`src/rtl/mwfb_pkg.sv`:
```
package mwfb_pkg;

  localparam int unsigned CFG_IDX_W  = 3;
  localparam int unsigned CFG_DATA_W = 16;

  // Register indexes on the configuration port
  localparam logic [CFG_IDX_W-1:0] CFG_SLAVE_ADDR = 3'd0;
  localparam logic [CFG_IDX_W-1:0] CFG_COMB_START = 3'd1;
  localparam logic [CFG_IDX_W-1:0] CFG_POS_START  = 3'd2;
  localparam logic [CFG_IDX_W-1:0] CFG_SPD_START  = 3'd3;

  localparam logic [7:0]  RST_SLAVE_ADDR = 8'd1;
  localparam logic [15:0] RST_COMB_START = 16'd6146;
  localparam logic [15:0] RST_POS_START  = 16'd1026;
  localparam logic [15:0] RST_SPD_START  = 16'd1282;

  localparam logic [7:0]  FUNC_WRITE_MULTI = 8'h10;
  localparam logic [15:0] CRC_INIT         = 16'hFFFF;
  localparam logic [15:0] CRC_POLY_REFL    = 16'hA001;

  localparam logic [7:0] QTY_COMB    = 8'h04;
  localparam logic [7:0] QTY_SPLIT   = 8'h02;
  localparam logic [7:0] NBYTES_COMB  = 8'h08;
  localparam logic [7:0] NBYTES_SPLIT = 8'h04;

  // Byte positions within a frame
  localparam logic [4:0] IDX_ADDR    = 5'd0;
  localparam logic [4:0] IDX_FUNC    = 5'd1;
  localparam logic [4:0] IDX_REG_HI  = 5'd2;
  localparam logic [4:0] IDX_REG_LO  = 5'd3;
  localparam logic [4:0] IDX_QTY_HI  = 5'd4;
  localparam logic [4:0] IDX_QTY_LO  = 5'd5;
  localparam logic [4:0] IDX_NBYTES  = 5'd6;
  localparam logic [4:0] IDX_WA_B3   = 5'd7;
  localparam logic [4:0] IDX_WA_B2   = 5'd8;
  localparam logic [4:0] IDX_WA_B1   = 5'd9;
  localparam logic [4:0] IDX_WA_B0   = 5'd10;
  localparam logic [4:0] IDX_WB_B3   = 5'd11;
  localparam logic [4:0] IDX_WB_B2   = 5'd12;
  localparam logic [4:0] IDX_WB_B1   = 5'd13;
  localparam logic [4:0] IDX_WB_B0   = 5'd14;

  // First CRC byte position, and final byte position, per frame kind
  localparam logic [4:0] BODY_LEN_COMB   = 5'd15;
  localparam logic [4:0] BODY_LEN_SPLIT  = 5'd11;
  localparam logic [4:0] FRAME_LAST_COMB  = 5'd16;
  localparam logic [4:0] FRAME_LAST_SPLIT = 5'd12;

  localparam logic OP_COMBINED = 1'b0;
  localparam logic OP_SPLIT    = 1'b1;

  typedef struct packed {
    logic       load;       // word accepted: latch operands
    logic       emit;       // produce one byte into the output register
    logic       op;
    logic       phase;
    logic [4:0] idx;
    logic       frame_end;
    logic       last;
  } mwfb_cmd_t;

  typedef struct packed {
    logic out_free;
  } mwfb_sts_t;

  // Reflected CRC-16/MODBUS over one byte
  function automatic logic [15:0] crc_byte(input logic [15:0] crc, input logic [7:0] b);
    logic [15:0] c;
    c = crc ^ {8'h00, b};
    for (int k = 0; k < 8; k++) begin
      if (c[0]) begin
        c = (c >> 1) ^ CRC_POLY_REFL;
      end else begin
        c = c >> 1;
      end
    end
    return c;
  endfunction

endpackage

```
`src/rtl/mwfb_in_if.sv`:
```
interface mwfb_in_if;
  logic        valid;
  logic        ready;
  logic        op;
  logic [31:0] location;
  logic [31:0] speed;

  modport source(output valid, output op, output location, output speed, input ready);
  modport sink(input valid, input op, input location, input speed, output ready);
endinterface

```
`src/rtl/mwfb_out_if.sv`:
```
interface mwfb_out_if;
  logic       valid;
  logic       ready;
  logic [7:0] data_byte;
  logic       frame_end;
  logic       last;

  modport source(output valid, output data_byte, output frame_end, output last, input ready);
  modport sink(input valid, input data_byte, input frame_end, input last, output ready);
endinterface

```
`src/rtl/mwfb_ctrl.sv`:
```
module mwfb_ctrl (
  input  logic               clk,
  input  logic               rst_n,
  input  logic               in_valid,
  input  logic               in_op,
  output logic               in_ready,
  input  mwfb_pkg::mwfb_sts_t sts_i,
  output mwfb_pkg::mwfb_cmd_t cmd_o
);

  localparam logic ST_IDLE = 1'b0;
  localparam logic ST_SEND = 1'b1;

  logic       state_r, state_nxt;
  logic       op_r, op_nxt;
  logic       phase_r, phase_nxt;
  logic [4:0] idx_r, idx_nxt;
  logic [4:0] last_idx;
  logic       load, emit, at_end;

  assign in_ready = (state_r == ST_IDLE);
  assign load     = in_valid && in_ready;
  assign emit     = (state_r == ST_SEND) && sts_i.out_free;
  assign last_idx = (op_r == mwfb_pkg::OP_SPLIT) ? mwfb_pkg::FRAME_LAST_SPLIT
                                                 : mwfb_pkg::FRAME_LAST_COMB;
  assign at_end   = (idx_r == last_idx);

  always_comb begin
    state_nxt = state_r;
    op_nxt    = op_r;
    phase_nxt = phase_r;
    idx_nxt   = idx_r;
    case (state_r)
      ST_IDLE: begin
        if (load) begin
          op_nxt    = in_op;
          phase_nxt = 1'b0;
          idx_nxt   = 5'd0;
          state_nxt = ST_SEND;
        end
      end
      ST_SEND: begin
        if (emit) begin
          if (!at_end) begin
            idx_nxt = idx_r + 5'd1;
          end else if (op_r == mwfb_pkg::OP_SPLIT && !phase_r) begin
            // advance to the speed frame
            idx_nxt   = 5'd0;
            phase_nxt = 1'b1;
          end else begin
            idx_nxt   = 5'd0;
            phase_nxt = 1'b0;
            state_nxt = ST_IDLE;
          end
        end
      end
      default: state_nxt = ST_IDLE;
    endcase
  end

  always_ff @(posedge clk) begin
    if (!rst_n) begin
      state_r <= ST_IDLE;
      op_r    <= mwfb_pkg::OP_COMBINED;
      phase_r <= 1'b0;
      idx_r   <= 5'd0;
    end else begin
      state_r <= state_nxt;
      op_r    <= op_nxt;
      phase_r <= phase_nxt;
      idx_r   <= idx_nxt;
    end
  end

  always_comb begin
    cmd_o.load      = load;
    cmd_o.emit      = emit;
    cmd_o.op        = op_r;
    cmd_o.phase     = phase_r;
    cmd_o.idx       = idx_r;
    cmd_o.frame_end = at_end;
    cmd_o.last      = at_end && (op_r == mwfb_pkg::OP_COMBINED || phase_r);
  end

`ifndef SYNTH
  a_load_starts_frame: assert property (@(posedge clk) disable iff (!rst_n)
    load |=> (state_r == ST_SEND && idx_r == 5'd0 && !phase_r))
    else $error("accepted word did not start a fresh frame");

  a_idx_in_frame: assert property (@(posedge clk) disable iff (!rst_n)
    (state_r == ST_SEND) |-> (idx_r <= last_idx))
    else $error("byte index ran past the end of the frame");

  a_phase_only_split: assert property (@(posedge clk) disable iff (!rst_n)
    phase_r |-> (op_r == mwfb_pkg::OP_SPLIT && state_r == ST_SEND))
    else $error("second frame phase outside a split word");
`endif

endmodule

```
`src/rtl/mwfb_datapath.sv`:
```
module mwfb_datapath (
  input  logic                               clk,
  input  logic                               rst_n,
  input  logic                               cfg_we,
  input  logic [mwfb_pkg::CFG_IDX_W-1:0]     cfg_index,
  input  logic [mwfb_pkg::CFG_DATA_W-1:0]    cfg_wdata,
  input  logic [31:0]                        in_location,
  input  logic [31:0]                        in_speed,
  input  mwfb_pkg::mwfb_cmd_t                cmd_i,
  output mwfb_pkg::mwfb_sts_t                sts_o,
  output logic                               out_valid,
  input  logic                               out_ready,
  output logic [7:0]                         out_data_byte,
  output logic                               out_frame_end,
  output logic                               out_last
);

  logic [7:0]  slave_addr_r;
  logic [15:0] comb_start_r, pos_start_r, spd_start_r;
  logic [31:0] loc_r, spd_r;
  logic [15:0] crc_r, crc_base;
  logic        out_valid_r;
  logic [7:0]  data_r;
  logic        fend_r, last_r;

  logic [15:0] start_reg;
  logic [31:0] word_a;
  logic [7:0]  qty, nbytes, byte_val;
  logic [4:0]  body_len;
  logic        is_body;

  assign sts_o.out_free = !out_valid_r || out_ready;

  always_ff @(posedge clk) begin
    if (!rst_n) begin
      slave_addr_r <= mwfb_pkg::RST_SLAVE_ADDR;
      comb_start_r <= mwfb_pkg::RST_COMB_START;
      pos_start_r  <= mwfb_pkg::RST_POS_START;
      spd_start_r  <= mwfb_pkg::RST_SPD_START;
    end else if (cfg_we) begin
      case (cfg_index)
        mwfb_pkg::CFG_SLAVE_ADDR: slave_addr_r <= cfg_wdata[7:0];
        mwfb_pkg::CFG_COMB_START: comb_start_r <= cfg_wdata;
        mwfb_pkg::CFG_POS_START:  pos_start_r  <= cfg_wdata;
        mwfb_pkg::CFG_SPD_START:  spd_start_r  <= cfg_wdata;
        default: ;
      endcase
    end
  end

  always_ff @(posedge clk) begin
    if (cmd_i.load) begin
      loc_r <= in_location;
      spd_r <= in_speed;
    end
  end

  always_comb begin
    if (cmd_i.op == mwfb_pkg::OP_COMBINED) begin
      start_reg = comb_start_r;
      word_a    = loc_r;
      qty       = mwfb_pkg::QTY_COMB;
      nbytes    = mwfb_pkg::NBYTES_COMB;
      body_len  = mwfb_pkg::BODY_LEN_COMB;
    end else begin
      start_reg = cmd_i.phase ? spd_start_r : pos_start_r;
      word_a    = cmd_i.phase ? spd_r : loc_r;
      qty       = mwfb_pkg::QTY_SPLIT;
      nbytes    = mwfb_pkg::NBYTES_SPLIT;
      body_len  = mwfb_pkg::BODY_LEN_SPLIT;
    end
  end

  assign crc_base = (cmd_i.idx == mwfb_pkg::IDX_ADDR) ? mwfb_pkg::CRC_INIT : crc_r;
  assign is_body  = (cmd_i.idx < body_len);

  always_comb begin
    if (cmd_i.idx == body_len) begin
      byte_val = crc_r[7:0];
    end else if (cmd_i.idx == body_len + 5'd1) begin
      byte_val = crc_r[15:8];
    end else begin
      case (cmd_i.idx)
        mwfb_pkg::IDX_ADDR:   byte_val = slave_addr_r;
        mwfb_pkg::IDX_FUNC:   byte_val = mwfb_pkg::FUNC_WRITE_MULTI;
        mwfb_pkg::IDX_REG_HI: byte_val = start_reg[15:8];
        mwfb_pkg::IDX_REG_LO: byte_val = start_reg[7:0];
        mwfb_pkg::IDX_QTY_HI: byte_val = 8'h00;
        mwfb_pkg::IDX_QTY_LO: byte_val = qty;
        mwfb_pkg::IDX_NBYTES: byte_val = nbytes;
        mwfb_pkg::IDX_WA_B3:  byte_val = word_a[31:24];
        mwfb_pkg::IDX_WA_B2:  byte_val = word_a[23:16];
        mwfb_pkg::IDX_WA_B1:  byte_val = word_a[15:8];
        mwfb_pkg::IDX_WA_B0:  byte_val = word_a[7:0];
        mwfb_pkg::IDX_WB_B3:  byte_val = spd_r[31:24];
        mwfb_pkg::IDX_WB_B2:  byte_val = spd_r[23:16];
        mwfb_pkg::IDX_WB_B1:  byte_val = spd_r[15:8];
        mwfb_pkg::IDX_WB_B0:  byte_val = spd_r[7:0];
        default:              byte_val = 8'h00;
      endcase
    end
  end

  always_ff @(posedge clk) begin
    if (!rst_n) begin
      crc_r <= mwfb_pkg::CRC_INIT;
    end else if (cmd_i.emit && is_body) begin
      crc_r <= mwfb_pkg::crc_byte(crc_base, byte_val);
    end
  end

  // output register: hold while the receiver stalls
  always_ff @(posedge clk) begin
    if (!rst_n) begin
      out_valid_r <= 1'b0;
    end else if (cmd_i.emit) begin
      out_valid_r <= 1'b1;
    end else if (out_ready) begin
      out_valid_r <= 1'b0;
    end
  end

  always_ff @(posedge clk) begin
    if (cmd_i.emit) begin
      data_r <= byte_val;
      fend_r <= cmd_i.frame_end;
      last_r <= cmd_i.last;
    end
  end

  assign out_valid     = out_valid_r;
  assign out_data_byte = data_r;
  assign out_frame_end = fend_r;
  assign out_last      = last_r;

`ifndef SYNTH
  a_emit_into_free: assert property (@(posedge clk) disable iff (!rst_n)
    cmd_i.emit |-> (!out_valid_r || out_ready))
    else $error("byte produced over an untaken one");

  a_stall_holds: assert property (@(posedge clk) disable iff (!rst_n)
    (out_valid_r && !out_ready) |=> (out_valid_r && $stable(data_r)))
    else $error("stalled byte changed or dropped");

  a_last_is_frame_end: assert property (@(posedge clk) disable iff (!rst_n)
    (cmd_i.emit && cmd_i.last) |-> cmd_i.frame_end)
    else $error("last byte not at a frame end");
`endif

endmodule

```
`src/rtl/modbus_write_frame_builder_core.sv`:
```
// Modbus RTU write-multiple-registers frame builder.
// Input channel in_ch takes one word: op, location and speed. Op 0 yields
// one 17-byte frame carrying both values; op 1 yields a 13-byte location
// frame then a 13-byte speed frame. Each frame closes with CRC-16/MODBUS,
// low byte first. Result channel out_ch moves one frame byte per word,
// flagged frame_end on the final CRC byte of each frame and last on the
// final byte caused by the input word.
// The configuration port writes slave address and start registers on any
// edge with cfg_we high; write only while the block is idle.
// Timing: in_ch.ready is high only while no frame is being built. After
// acceptance the first byte is registered once the output register is free,
// then one byte per cycle from the byte sequencer while the receiver does
// not stall. The next word may be accepted while the final byte still
// waits in the output register.
// When the receiver stalls, hold the current byte and pause the sequencer.
// Synchronous reset (rst_n low) empties the output register, returns the
// sequencer to idle and restores the default register values.
module modbus_write_frame_builder_core (
  input  logic                            clk,
  input  logic                            rst_n,
  input  logic                            cfg_we,
  input  logic [mwfb_pkg::CFG_IDX_W-1:0]  cfg_index,
  input  logic [mwfb_pkg::CFG_DATA_W-1:0] cfg_wdata,
  mwfb_in_if.sink                         in_ch,
  mwfb_out_if.source                      out_ch
);

  mwfb_pkg::mwfb_cmd_t cmd;
  mwfb_pkg::mwfb_sts_t sts;
  logic                in_ready;

  assign in_ch.ready = in_ready;

  // controller: byte sequencing and frame phase
  mwfb_ctrl u_ctrl (
    .clk      (clk),
    .rst_n    (rst_n),
    .in_valid (in_ch.valid),
    .in_op    (in_ch.op),
    .in_ready (in_ready),
    .sts_i    (sts),
    .cmd_o    (cmd)
  );

  // datapath: operands, registers, byte select, CRC and output register
  mwfb_datapath u_datapath (
    .clk           (clk),
    .rst_n         (rst_n),
    .cfg_we        (cfg_we),
    .cfg_index     (cfg_index),
    .cfg_wdata     (cfg_wdata),
    .in_location   (in_ch.location),
    .in_speed      (in_ch.speed),
    .cmd_i         (cmd),
    .sts_o         (sts),
    .out_valid     (out_ch.valid),
    .out_ready     (out_ch.ready),
    .out_data_byte (out_ch.data_byte),
    .out_frame_end (out_ch.frame_end),
    .out_last      (out_ch.last)
  );

endmodule

```
`src/flat_wrapper.sv`:
```
// flat-port wrapper written by rule: the top's interface ports become plain ports
module modbus_write_frame_builder_core_flat 
  (clk, rst_n, cfg_we, cfg_index, cfg_wdata, in_ch_valid, in_ch_op, in_ch_location, in_ch_speed, in_ch_ready, out_ch_valid, out_ch_data_byte, out_ch_frame_end, out_ch_last, out_ch_ready);
  mwfb_in_if in_ch_i ();
  mwfb_out_if out_ch_i ();
  input  logic clk;
  input  logic rst_n;
  input  logic cfg_we;
  input  logic [mwfb_pkg::CFG_IDX_W-1:0] cfg_index;
  input  logic [mwfb_pkg::CFG_DATA_W-1:0] cfg_wdata;
  input wire logic [$bits(in_ch_i.valid)-1:0] in_ch_valid;
  input wire logic [$bits(in_ch_i.op)-1:0] in_ch_op;
  input wire logic [$bits(in_ch_i.location)-1:0] in_ch_location;
  input wire logic [$bits(in_ch_i.speed)-1:0] in_ch_speed;
  output wire logic [$bits(in_ch_i.ready)-1:0] in_ch_ready;
  output wire logic [$bits(out_ch_i.valid)-1:0] out_ch_valid;
  output wire logic [$bits(out_ch_i.data_byte)-1:0] out_ch_data_byte;
  output wire logic [$bits(out_ch_i.frame_end)-1:0] out_ch_frame_end;
  output wire logic [$bits(out_ch_i.last)-1:0] out_ch_last;
  input wire logic [$bits(out_ch_i.ready)-1:0] out_ch_ready;
  assign in_ch_i.valid = in_ch_valid;
  assign in_ch_i.op = in_ch_op;
  assign in_ch_i.location = in_ch_location;
  assign in_ch_i.speed = in_ch_speed;
  assign in_ch_ready = in_ch_i.ready;
  assign out_ch_valid = out_ch_i.valid;
  assign out_ch_data_byte = out_ch_i.data_byte;
  assign out_ch_frame_end = out_ch_i.frame_end;
  assign out_ch_last = out_ch_i.last;
  assign out_ch_i.ready = out_ch_ready;
  modbus_write_frame_builder_core u_core (.clk(clk), .rst_n(rst_n), .cfg_we(cfg_we), .cfg_index(cfg_index), .cfg_wdata(cfg_wdata), .in_ch(in_ch_i), .out_ch(out_ch_i));
endmodule
```
`config.mk`:
```
export PLATFORM = sky130hd
export DESIGN_NAME = modbus_write_frame_builder_core_flat
export DESIGN_NICKNAME = d
export VERILOG_FILES = /design/src/rtl/mwfb_pkg.sv /design/src/rtl/mwfb_in_if.sv /design/src/rtl/mwfb_out_if.sv /design/src/rtl/mwfb_ctrl.sv /design/src/rtl/mwfb_datapath.sv /design/src/rtl/modbus_write_frame_builder_core.sv /design/src/flat_wrapper.sv
export SDC_FILE = /design/constraint.sdc
export NUM_CORES = 1
export LEC_CHECK = 0
export ABC_AREA = 1
export BUFFER_PORTS_ARGS = -buffer_cell sky130_fd_sc_hd__buf_2
export CORE_MARGIN = 2
export CORE_UTILIZATION = 60
export DETAILED_ROUTE_END_ITERATION = 8
export PLACE_DENSITY = 0.83
export RECOVER_POWER = 25
export SLEW_MARGIN = 0
export SYNTH_ARGS = -nofsm -noshare
export SYNTH_HDL_FRONTEND = slang
export SYNTH_SLANG_ARGS = --single-unit
```
`constraint.sdc`:
```
create_clock -name clk -period 5.8 [get_ports clk]
set_input_delay 0.87 -clock clk [delete_from_list [all_inputs] [get_ports clk]]
set_output_delay 0.87 -clock clk [all_outputs]
set_load 0.02 [all_outputs]
```
==> metrics.csv, run 1 <==
stage,metric,value,unit
floorplan,Die Ht,116.3,µm
clock_network,CTS buffer count,17,
clock_network,CTS max path bufs,2,
clock_network,# hold bufs at CTS,0,
worst_setup_path,Worst R2R Start,u_core.u_ctrl.op_r,
place,DPL Wire Length,12780,µm
detailed_routing,DRT iter0 DRCs,849,
finish,Layout area overhead,15.09,%
sta,post-layout worst setup margin,2118,ps
clock_network,clk slew on worst S/H paths,60,ps
sta,RSZ-0062 raised after global routing,false,
floorplan,die width,116.3,µm
grt,global-route wire length before repair,30870,µm
detailed_routing,post-route ant nets,0,
worst_setup_path,"Data required, critical path",6060,ps
worst_setup_path,Buf/Inv on CP,1,
worst_setup_path,crit path kind,flip-flop to flip-flop,
worst_setup_path,CP Max Fanout,21,
synth,Synth area leader,edfxtp_1,
worst_setup_path,Crit. End Element,flip-flop,
sta,final hold vios,0,
sta,# setup viols final,0,
floorplan,Core Footprint,12470,µm²
worst_setup_path,crit path from,u_core.u_ctrl.op_r,
clock_network,later-pin clock latency in the skew report,440,ps
sta,worst slew pin tran,1120,ps
finish,"Design Area, Final",8702,µm²
synth,Synth Flop Type,dfxtp_1,
worst_setup_path,startpoint types,flip-flop,
sta,max frequency,271.6,MHz
clock_network,CTS H-Tree Depth,4,
synth,post-synthesis async set-or-reset flop share,0,
synth,Post-Syn Nets,1039,
detailed_routing,via count,6825,
worst_setup_path,r2r setup slk,2120,ps
place,Setup WS pre-CTS,2256,ps
clock_network,postcts setup bufs,0,
synth,mapped cell area,7561,µm²
grt,vias in the first global route,6323,
floorplan,Row Count,41,
finish,layout cells sized above 1,0.1809,
worst_setup_path,"delay-heaviest family, CP",simple AND/OR/NAND/NOR gates,
sta,Fin Clk Skew,12.82,ps
flow_run,Max-Cap Viols,0,
synth,ranking of synthesized cells by area,"edfxtp_1 (29%), dfxtp_1 (21%), nand2_1 (10%)",
worst_setup_path,R2R Path End,u_core.u_datapath.crc_r[15],
detailed_routing,Via density,5.608,
worst_hold_path,Hold Crit Class,flip-flop to flip-flop,
clock_network,post-cts sizing count,0,
synth,"Avg Cell Area, Syn",8.001,µm²
synth,most frequent cell after synthesis,nand2_1,
worst_setup_path,most frequent CP cell,nand2_1,
finish,Inserted Diodes,0,
worst_setup_path,Worst Setup EP,u_core.u_datapath.crc_r[15],
sta,worst hold slack,453.9,ps
place,GP Congestion,0.9118,
worst_setup_path,R2R depth,21,
finish,Layout Nets,1126,
pwr,Peak VDD IR,0.2415,mV
pwr,Leakage,3.896,nW
clock_network,CTS tree,done,
floorplan,IO Count,101,
synth,number of synthesized flops with an enable pin,74,
grt,largest net degree at the start of global routing,68,
place,Port Buffer Count,100,
synth,Synth top area share,0.2939,
pwr,PD cells,313.4,nW/µm²
synth,Synth Register Bits,155,
worst_setup_path,Crit path depth,21,
grt,All-Layer GR Usage,0.2997,
synth,sequential area share after synthesis,0.5084,
detailed_routing,detailed-route wire length,19140,µm
clock_network,clock root buffer,clkbuf_16,
worst_setup_path,Critical Path AT,3940,ps
clock_network,CTS sink cnt,155,
worst_setup_path,slowest CP cell,dfxtp_1,
detailed_routing,TritonRoute pass-1 iters,6,
sta,Fin Setup TNS,0,ps
sta,Final Max Slew Viols,0,
worst_setup_path,CP peak stage delay,780,ps
synth,Post-synth top cells,"nand2_1 (209), nor2_1 (151), nand3_1 (83)",
sta,minimum clock period,3682,ps
sta,final period utilization,0.6348,
detailed_routing,Remaining DRCs,0,
floorplan,die area,13520,µm²
grt,initial antenna violation count,0,
detailed_routing,routed length per instance,15.73,µm
place,Post-DP Area,8105,µm²
sta,Slew HR,0.2504,
synth,warnings from Yosys,0,
status,status,"finished, final reports clean",
floorplan,Initial Util,0.6065,
worst_setup_path,"critical path, cell by cell",inv_2 > nor2_1 > nand2_1 > nand3_1 > nand2_1 > nand2_1 > nor2_1 > nand2_1 > nand2_1 > nand2_2 > nand2_2 > nand2_1 > nand2_1 > nand2_2 > nand2_2 > nand2_1 > nand3_1 > nand3_2 > nand3_1 > nand3_1 > o211ai_1,
grt,grt total ovfl,0,
synth,"Distinct cells, synth",40,
synth,Syn Inst Count,945,
==> worst min path at each step <==
stage / startpoint / to / slack, ps / depth (start not counted)
final: u_core.u_datapath.comb_start_r[11] / u_core.u_datapath.comb_start_r[11] / 450 / 2
after global routing: u_core.u_datapath.slave_addr_r[5] / u_core.u_datapath.slave_addr_r[5] / 490 / 2
after CTS: u_core.u_datapath.slave_addr_r[5] / u_core.u_datapath.slave_addr_r[5] / 450 / 2
after detailed placement: u_core.u_datapath.slave_addr_r[5] / u_core.u_datapath.slave_addr_r[5] / 440 / 2
after global placement: u_core.u_datapath.comb_start_r[12] / u_core.u_datapath.comb_start_r[12] / 440 / 2
after floorplan: u_core.u_datapath.comb_start_r[11] / u_core.u_datapath.comb_start_r[11] / 430 / 2
==> power breakdown <==
group | switching, W | leakage, nW | internal, W | total (W)
Combinational | 0.000233 | 2.24 | 0.000110 | 0.000343
Sequential | 0.0000330 | 1.37 | 0.00122 | 0.00125
Clock | 0.000456 | 0.288 | 0.000677 | 0.00113
Total | 0.000722 | 3.90 | 0.00200 | 0.00273
==> sequential cells by signal (all words and copies together), names as in the netlist <==
signal                           count
u_core.u_datapath.spd_r             32
u_core.u_datapath.crc_r             16
u_core.u_ctrl.state_r                1
u_core.u_datapath.comb_start_r      16
u_core.u_datapath.slave_addr_r       8
u_core.u_datapath.pos_start_r       16
u_core.u_datapath.spd_start_r       16
u_core.u_datapath.loc_r             32
u_core.u_datapath.out_frame_end      1
u_core.u_ctrl.op_r                   1
u_core.u_ctrl.phase_r                1
u_core.u_datapath.out_valid          1
u_core.u_datapath.out_last           1
u_core.u_ctrl.idx_r                  5
u_core.u_datapath.out_data_byte      8
==> cell usage in the layout, fill, tap and decap left out, types with 5 or more instances in the layout <==
cell type,Yosys,layout
nand2_1,209,209
nor2_1,151,151
buf_2,8,100
nand3_1,83,83
dfxtp_1,81,81
inv_1,79,78
o21ai_0,75,75
edfxtp_1,74,74
a21oi_1,34,34
nand2_2,21,21
o211ai_1,20,20
clkbuf_16,0,17
inv_2,8,9
o21ai_1,9,9
nor2_4,8,8
or2_0,6,6
or2_1,5,5
ha_1,5,5
==> through the flow <==
stage / utilization / power, W / cells
final: 0.6981 / 0.002727 / 1217
after global routing: 0.6981 / 0.002826 / 1217
after CTS: 0.6981 / 0.002726 / 1217
after detailed placement: 0.6502 / 0.001607 / 1185
after global placement: 0.6502 / 0.001600 / 1185
after floorplan: - / 0.001502 / 945
==> kinds of logic (layout without fill, tap and decap cells) <==
kind of cell	count (synthesis)	in the layout	share of synthesized area
simple gates	508	508	0.2994
flops	155	155	0.5084
compound gates	150	150	0.1102
buf+inv	125	225	0.07149
fa+ha+maj	5	5	0.008274
xor+xnor	2	2	0.002317
==> routing by layer <==
layer  part of all wire  routed length [µm]  global-route usage  up-vias
met2               0.48                9096              0.4787      341
met4              0.034                 659              0.1373        0
met5                  0                   0                   0        -
met1               0.40                7695              0.3855     3134
li1                   -                   -                   -     3289
met3              0.088                1686             0.07732       61
==> final cells by class <==
type,instances,area (µm²)
Inverter,89,339.1
Timing Repair Buffer,104,530.5
Clock inverter,14,167.7
Tap cell,172,215.2
Fill cell,976,3764
Clock buffer,18,429.2
Sequential cell,155,3844
Multi-Input combinational cell,665,3177
==> worst register-to-register path, stage by stage (launching register included) <==
cell and delay, ps:
dfxtp_1 780, inv_2 350, nor2_1 690, nand2_1 150, nand3_1 120, nand2_1 70, nand2_1 80, nor2_1 40
nand2_1 90, nand2_1 70, nand2_2 100, nand2_2 70, nand2_1 60, nand2_1 90, nand2_2 110, nand2_2 80
nand2_1 70, nand3_1 80, nand3_2 110, nand3_1 110, nand3_1 110, o211ai_1 100
No activity file was read; power rests on OpenSTA's default activity.
==> run 2, diff against run 1 <==
Settings changed: CORE_UTILIZATION 60 to 58, PLACE_DENSITY 0.83 to 0.8.
Clock period 5.8 ns to 3.74 ns, I/O delays scaled along.
==> metrics.csv, run 2 (synthesized netlist as in run 1, its figures left out) <==
stage,metric,value,unit
worst_setup_path,Buf/Inv on CP,4,
detailed_routing,Remaining DRCs,0,
finish,Finished Layout Cells,1224,
sta,max frequency,320.9,MHz
worst_setup_path,most frequent CP cell,nand2_1,
clock_network,clk slew on worst S/H paths,60,ps
sta,Slew HR,0.4775,
detailed_routing,post-route ant nets,0,
finish,Layout Nets,1133,
grt,largest net degree at the start of global routing,65,
worst_setup_path,CP Max Fanout,21,
worst_hold_path,worst hold start,in_ch_location[30],
finish,Layout area overhead,15.32,%
detailed_routing,Via density,5.506,
worst_hold_path,Hold Crit Class,input pin to flip-flop,
place,Setup WS pre-CTS,671.5,ps
detailed_routing,detailed-route wire length,18660,µm
flow_run,Max-Cap Viols,0,
worst_setup_path,Crit. End Element,flip-flop,
floorplan,die area,13970,µm²
grt,All-Layer GR Usage,0.2723,
worst_setup_path,R2R Path End,u_core.u_datapath.crc_r[0],
clock_network,postcts setup bufs,0,
pwr,Clock power frac,0.398,
finish,Inserted Diodes,0,
place,placed cell count,1192,
detailed_routing,DRT iter0 DRCs,757,
pwr,Peak VDD IR,0.3663,mV
clock_network,CTS buffer count,17,
worst_setup_path,"Data required, critical path",4060,ps
worst_setup_path,crit path kind,flip-flop to flip-flop,
detailed_routing,via count,6739,
finish,"commonest non-fill, non-tap cell in the layout",nand2_1,
floorplan,Row Count,41,
pwr,Pint,0.003039,W
finish,layout cells sized above 1,0.1835,
clock_network,CTS tree,done,
clock_network,clock root buffer,clkbuf_16,
detailed_routing,TritonRoute pass-1 iters,5,
finish,Final Core Density,0.6882,
detailed_routing,routed length per instance,15.25,µm
sta,worst slew pin tran,783.7,ps
grt,vias in the first global route,6077,
worst_setup_path,r2r setup slk,620,ps
worst_setup_path,startpoint types,flip-flop,
clock_network,# hold bufs at CTS,0,
worst_setup_path,R2R depth,19,
grt,global-route wire length before repair,30100,µm
finish,Fill cells,1055,
clock_network,CTS max path bufs,2,
sta,Final Max Slew Viols,0,
place,DPL Wire Length,12840,µm
worst_setup_path,CP peak stage delay,410,ps
pwr,P_sw,0.001071,W
worst_setup_path,"critical path, cell by cell",buf_4 > inv_2 > nor2_1 > buf_4 > nand2_1 > o211ai_1 > nand2_1 > nand2_1 > a21oi_1 > nand3_1 > nand2_1 > o211ai_1 > o21ai_1 > xnor2_1 > inv_1 > nand3_1 > nand3_1 > nand3_1 > nand2_1,
pwr,Logic pwr share,0.131,
floorplan,die width,118.2,µm
clock_network,later-pin clock latency in the skew report,430,ps
worst_setup_path,slowest CP cell,dfxtp_1,
sta,worst hold slack,300.5,ps
worst_setup_path,Critical Path AT,3440,ps
sta,final hold vios,0,
floorplan,Initial Util,0.5967,
status,status,"finished, final reports clean",
clock_network,CTS sink cnt,155,
floorplan,Die Ht,118.2,µm
sta,Fin Setup TNS,0,ps
worst_setup_path,"delay-heaviest family, CP",simple AND/OR/NAND/NOR gates,
sta,final period utilization,0.8331,
place,GP Congestion,0.9297,
grt,initial antenna violation count,0,
pwr,Leakage,3.899,nW
pwr,switching share of power,0.2605,
floorplan,Core Footprint,12670,µm²
sta,RSZ-0062 raised after global routing,false,
sta,# setup viols final,0,
floorplan,IO Count,101,
sta,post-layout worst setup margin,624.1,ps
place,Port Buffer Count,100,
clock_network,CTS H-Tree Depth,4,
sta,minimum clock period,3116,ps
worst_setup_path,Worst R2R Start,u_core.u_ctrl.op_r,
pwr,PD cells,471.4,nW/µm²
grt,grt total ovfl,0,
sta,Fin Clk Skew,6.820,ps
worst_hold_path,hold depth,1,
worst_hold_path,hold endpoint,u_core.u_datapath.loc_r[30],
pwr,sequential share of power,0.471,
clock_network,post-cts sizing count,0,
finish,top flop regs,"u_core.u_datapath.loc_r (32), u_core.u_datapath.spd_r (32)",
finish,"commonest non-fill, non-tap cells in the layout","nand2_1 (209), nor2_1 (151), buf_2 (100), nand3_1 (83), dfxtp_1 (81)",
-- run 2: worst max path at each step --
stage	from	endpoint	slack (ps)	cells past startpoint
after floorplan	in_ch_valid	u_core.u_ctrl.idx_r[4]	850	7
after global placement	u_core.u_ctrl.op_r	u_core.u_datapath.crc_r[15]	700	24
after detailed placement	u_core.u_ctrl.op_r	u_core.u_datapath.crc_r[15]	670	24
after CTS	u_core.u_ctrl.op_r	u_core.u_datapath.crc_r[15]	680	23
after global routing	u_core.u_ctrl.op_r	u_core.u_datapath.crc_r[0]	250	19
final	u_core.u_ctrl.op_r	u_core.u_datapath.crc_r[0]	620	19
-- run 2: worst reg2reg max path, stage by stage, from the launching register on --
cell and delay (ps):
dfxtp_1 410, buf_4 260, inv_2 220, nor2_1 300, buf_4 250, nand2_1 70, o211ai_1 90, nand2_1 70
nand2_1 90, a21oi_1 50, nand3_1 90, nand2_1 80, o211ai_1 100, o21ai_1 120, xnor2_1 370, inv_1 140
nand3_1 110, nand3_1 70, nand3_1 70, nand2_1 50
-- run 2: cell type report --
cell class              instances  area (µm²)  area share
inverters                      89       339.1     0.03889
flip-flops and latches        155        3844      0.4408
clock buffers                  20       436.7     0.05008
multi-input cells             665        3177      0.3643
well taps                     172       215.2     0.02468
repair buffers                111       583.1     0.06687
clock inverters                12       125.1     0.01435
-- run 2: routing by layer --
metal / vias up / routed length, µm / GRT usage / share of wire
met5: - / 0 / 0 / 0
met4: 0 / 443 / 0.09337 / 0.024
met3: 42 / 1577 / 0.06226 / 0.085
met2: 297 / 8646 / 0.4317 / 0.46
met1: 3097 / 7995 / 0.3687 / 0.43
li1: 3303 / - / - / -
-- run 2: stage by stage --
stage          area (µm²)  total power, W
6_report             8720        0.004110
5_1_grt              8720        0.004264
4_1_cts              8720        0.004111
3_5_place_dp         8158        0.002497
3_3_place_gp         8158        0.002485
2_1_floorplan        7561        0.002329
-- run 2: power groups by stage --
| stage | combinational [W] | sequential (W) | clock (W) |
|---|---|---|---|
| after global routing | 0.000601 | 0.00194 | 0.00172 |
| after floorplan | 0.000357 | 0.00197 | 0 |
| after global placement | 0.000518 | 0.00197 | 0 |
| final | 0.000538 | 0.00193 | 0.00164 |
| after detailed placement | 0.000529 | 0.00197 | 0 |
| after CTS | 0.000531 | 0.00193 | 0.00165 |
==> run 3, diff against run 2 <==
Settings changed: CORE_UTILIZATION 58 to 52, PLACE_DENSITY 0.8 to 0.76.
Clock period 3.74 ns to 2.8 ns, I/O delays scaled along.
==> metrics.csv, run 3 (synthesized netlist as in run 1, its figures left out) <==
stage,metric,value,unit
sta,max frequency,374.1,MHz
floorplan,Initial Util,0.5262,
sta,Final Max Slew Viols,0,
worst_setup_path,startpoint types,flip-flop,
worst_setup_path,crit path from,u_core.u_ctrl.op_r,
clock_network,CTS max path bufs,2,
worst_setup_path,R2R depth,19,
finish,"commonest non-fill, non-tap cells in the layout","nand2_1 (192), nor2_1 (142), buf_2 (100), nand3_1 (77), o21ai_0 (75)",
status,status,"finished, final reports clean",
finish,Layout Nets,1172,
detailed_routing,Via density,5.442,
grt,initial antenna violation count,0,
detailed_routing,TritonRoute pass-1 iters,7,
finish,layout cells sized above 1,0.2631,
worst_hold_path,Hold Crit Class,input pin to flip-flop,
floorplan,die width,124.6,µm
floorplan,Row Count,44,
detailed_routing,Remaining DRCs,0,
clock_network,later-pin clock latency in the skew report,430,ps
detailed_routing,DRT iter0 DRCs,696,
sta,# setup viols final,0,
grt,vias in the first global route,6336,
finish,top flop regs,"u_core.u_datapath.loc_r (32), u_core.u_datapath.spd_r (32)",
clock_network,CTS buffer count,17,
clock_network,clk slew on worst S/H paths,60,ps
grt,global-route wire length before repair,30990,µm
detailed_routing,via count,6938,
floorplan,Core Footprint,14370,µm²
sta,worst slew pin tran,784.0,ps
clock_network,CTS tree,done,
finish,Fill cells,1185,
sta,Fin Setup TNS,0,ps
worst_setup_path,Critical Path AT,2990,ps
grt,largest net degree at the start of global routing,65,
place,DPL Wire Length,13500,µm
floorplan,IO Count,101,
grt,All-Layer GR Usage,0.2507,
worst_setup_path,crit path kind,flip-flop to flip-flop,
sta,minimum clock period,2673,ps
clock_network,CTS H-Tree Depth,4,
floorplan,Die Ht,124.6,µm
detailed_routing,routed length per instance,15.85,µm
flow_run,Max-Cap Viols,0,
pwr,Leakage,4.178,nW
finish,Layout area overhead,24.04,%
sta,final period utilization,0.9547,
sta,Slew HR,0.4773,
pwr,Tot Pwr,0.005677,W
pwr,Peak VDD IR,0.4964,mV
finish,Final Core Density,0.6527,
grt,grt total ovfl,0,
finish,"commonest non-fill, non-tap cell in the layout",nand2_1,
pwr,PD cells,605.3,nW/µm²
detailed_routing,post-route ant nets,0,
finish,Inserted Diodes,0,
clock_network,CTS sink cnt,155,
place,GP Congestion,0.8882,
worst_setup_path,Worst R2R Start,u_core.u_ctrl.op_r,
sta,final hold vios,0,
worst_setup_path,"Data required, critical path",3110,ps
worst_setup_path,CP Max Fanout,10,
clock_network,clock root buffer,clkbuf_16,
place,Port Buffer Count,100,
worst_setup_path,Worst Setup EP,u_core.u_datapath.crc_r[0],
worst_setup_path,R2R Path End,u_core.u_datapath.crc_r[0],
clock_network,# hold bufs at CTS,0,
detailed_routing,detailed-route wire length,20210,µm
floorplan,die area,15520,µm²
sta,Fin Clk Skew,5.114,ps
worst_setup_path,r2r setup slk,130,ps
worst_setup_path,Crit. End Element,flip-flop,
-- run 3: timing repair --
action | CTS | global route
pin swaps | 0 | 34
setup buffers | 0 | 18
gates resized for setup | 2 | 86
cloned | 0 | 1
endpoints found under the hold margin | 0 | 0
setup endpoints to repair | 2 | 4
-- run 3: per-layer routing --
metal	track usage	wire [µm]
met1	0.3340	8633
met2	0.3979	9551
met3	0.05069	1412
met4	0.1104	612
met5	0	0
-- run 3: layout make-up --
cell class	count	area, µm²	share of cell area
multi-input combinational	666	3440	0.3667
clock buffer	21	479.2	0.05109
tap	184	230.2	0.02455
clock inverter	11	90.09	0.009605
inverter	89	359.1	0.03829
sequential	155	3865	0.4121
timing repair buffer	149	915.9	0.09765
-- run 3: worst min path at each step --
stage,start,to,slack [ps],cells past startpoint
2_1_floorplan,u_core.u_datapath.comb_start_r[11],u_core.u_datapath.comb_start_r[11],430,2
4_1_cts,in_ch_location[25],u_core.u_datapath.loc_r[25],150,1
5_1_grt,in_ch_location[10],u_core.u_datapath.loc_r[10],150,1
6_report,in_ch_location[10],u_core.u_datapath.loc_r[10],160,1
3_3_place_gp,u_core.u_datapath.pos_start_r[10],u_core.u_datapath.pos_start_r[10],440,2
3_5_place_dp,u_core.u_datapath.spd_start_r[8],u_core.u_datapath.spd_start_r[8],440,2
-- run 3: worst max-delay path, cell delays in order (launching register included) --
cell and delay [ps]:
dfxtp_4 380, buf_4 160, ha_1 310, a21oi_1 150, nand2_1 130, buf_4 200, nand2_1 100, nand2_2 70
nand2_2 80, nand2_1 80, nand2_2 110, nand2_4 70, nand2_2 100, nand2_2 70, nand3_1 90, nand3_2 110
nand3_1 100, nand3_1 90, nand3_1 90, nand2_1 70
-- run 3: power by group --
part / internal (W) / switching [W] / total, W
clock: 0.00131 / 0.000898 / 0.00221
sequential: 0.00252 / 0.0000702 / 0.00259
combinational: 0.000322 / 0.000555 / 0.000877
-- run 3: stage by stage --
| step | hold WS, ps | std cells | setup slack, ps | instance area (µm²) |
|---|---|---|---|---|
| after floorplan | 429.2 | 945 | 228.7 | 7565 |
| after global placement | 438.6 | 1224 | -22.83 | 8339 |
| after detailed placement | 443.8 | 1224 | -96.12 | 8339 |
| after CTS | 152.9 | 1256 | 0.2875 | 8914 |
| after global routing | 153.8 | 1275 | -57.90 | 9379 |
| final | 164.8 | 1275 | 126.8 | 9379 |
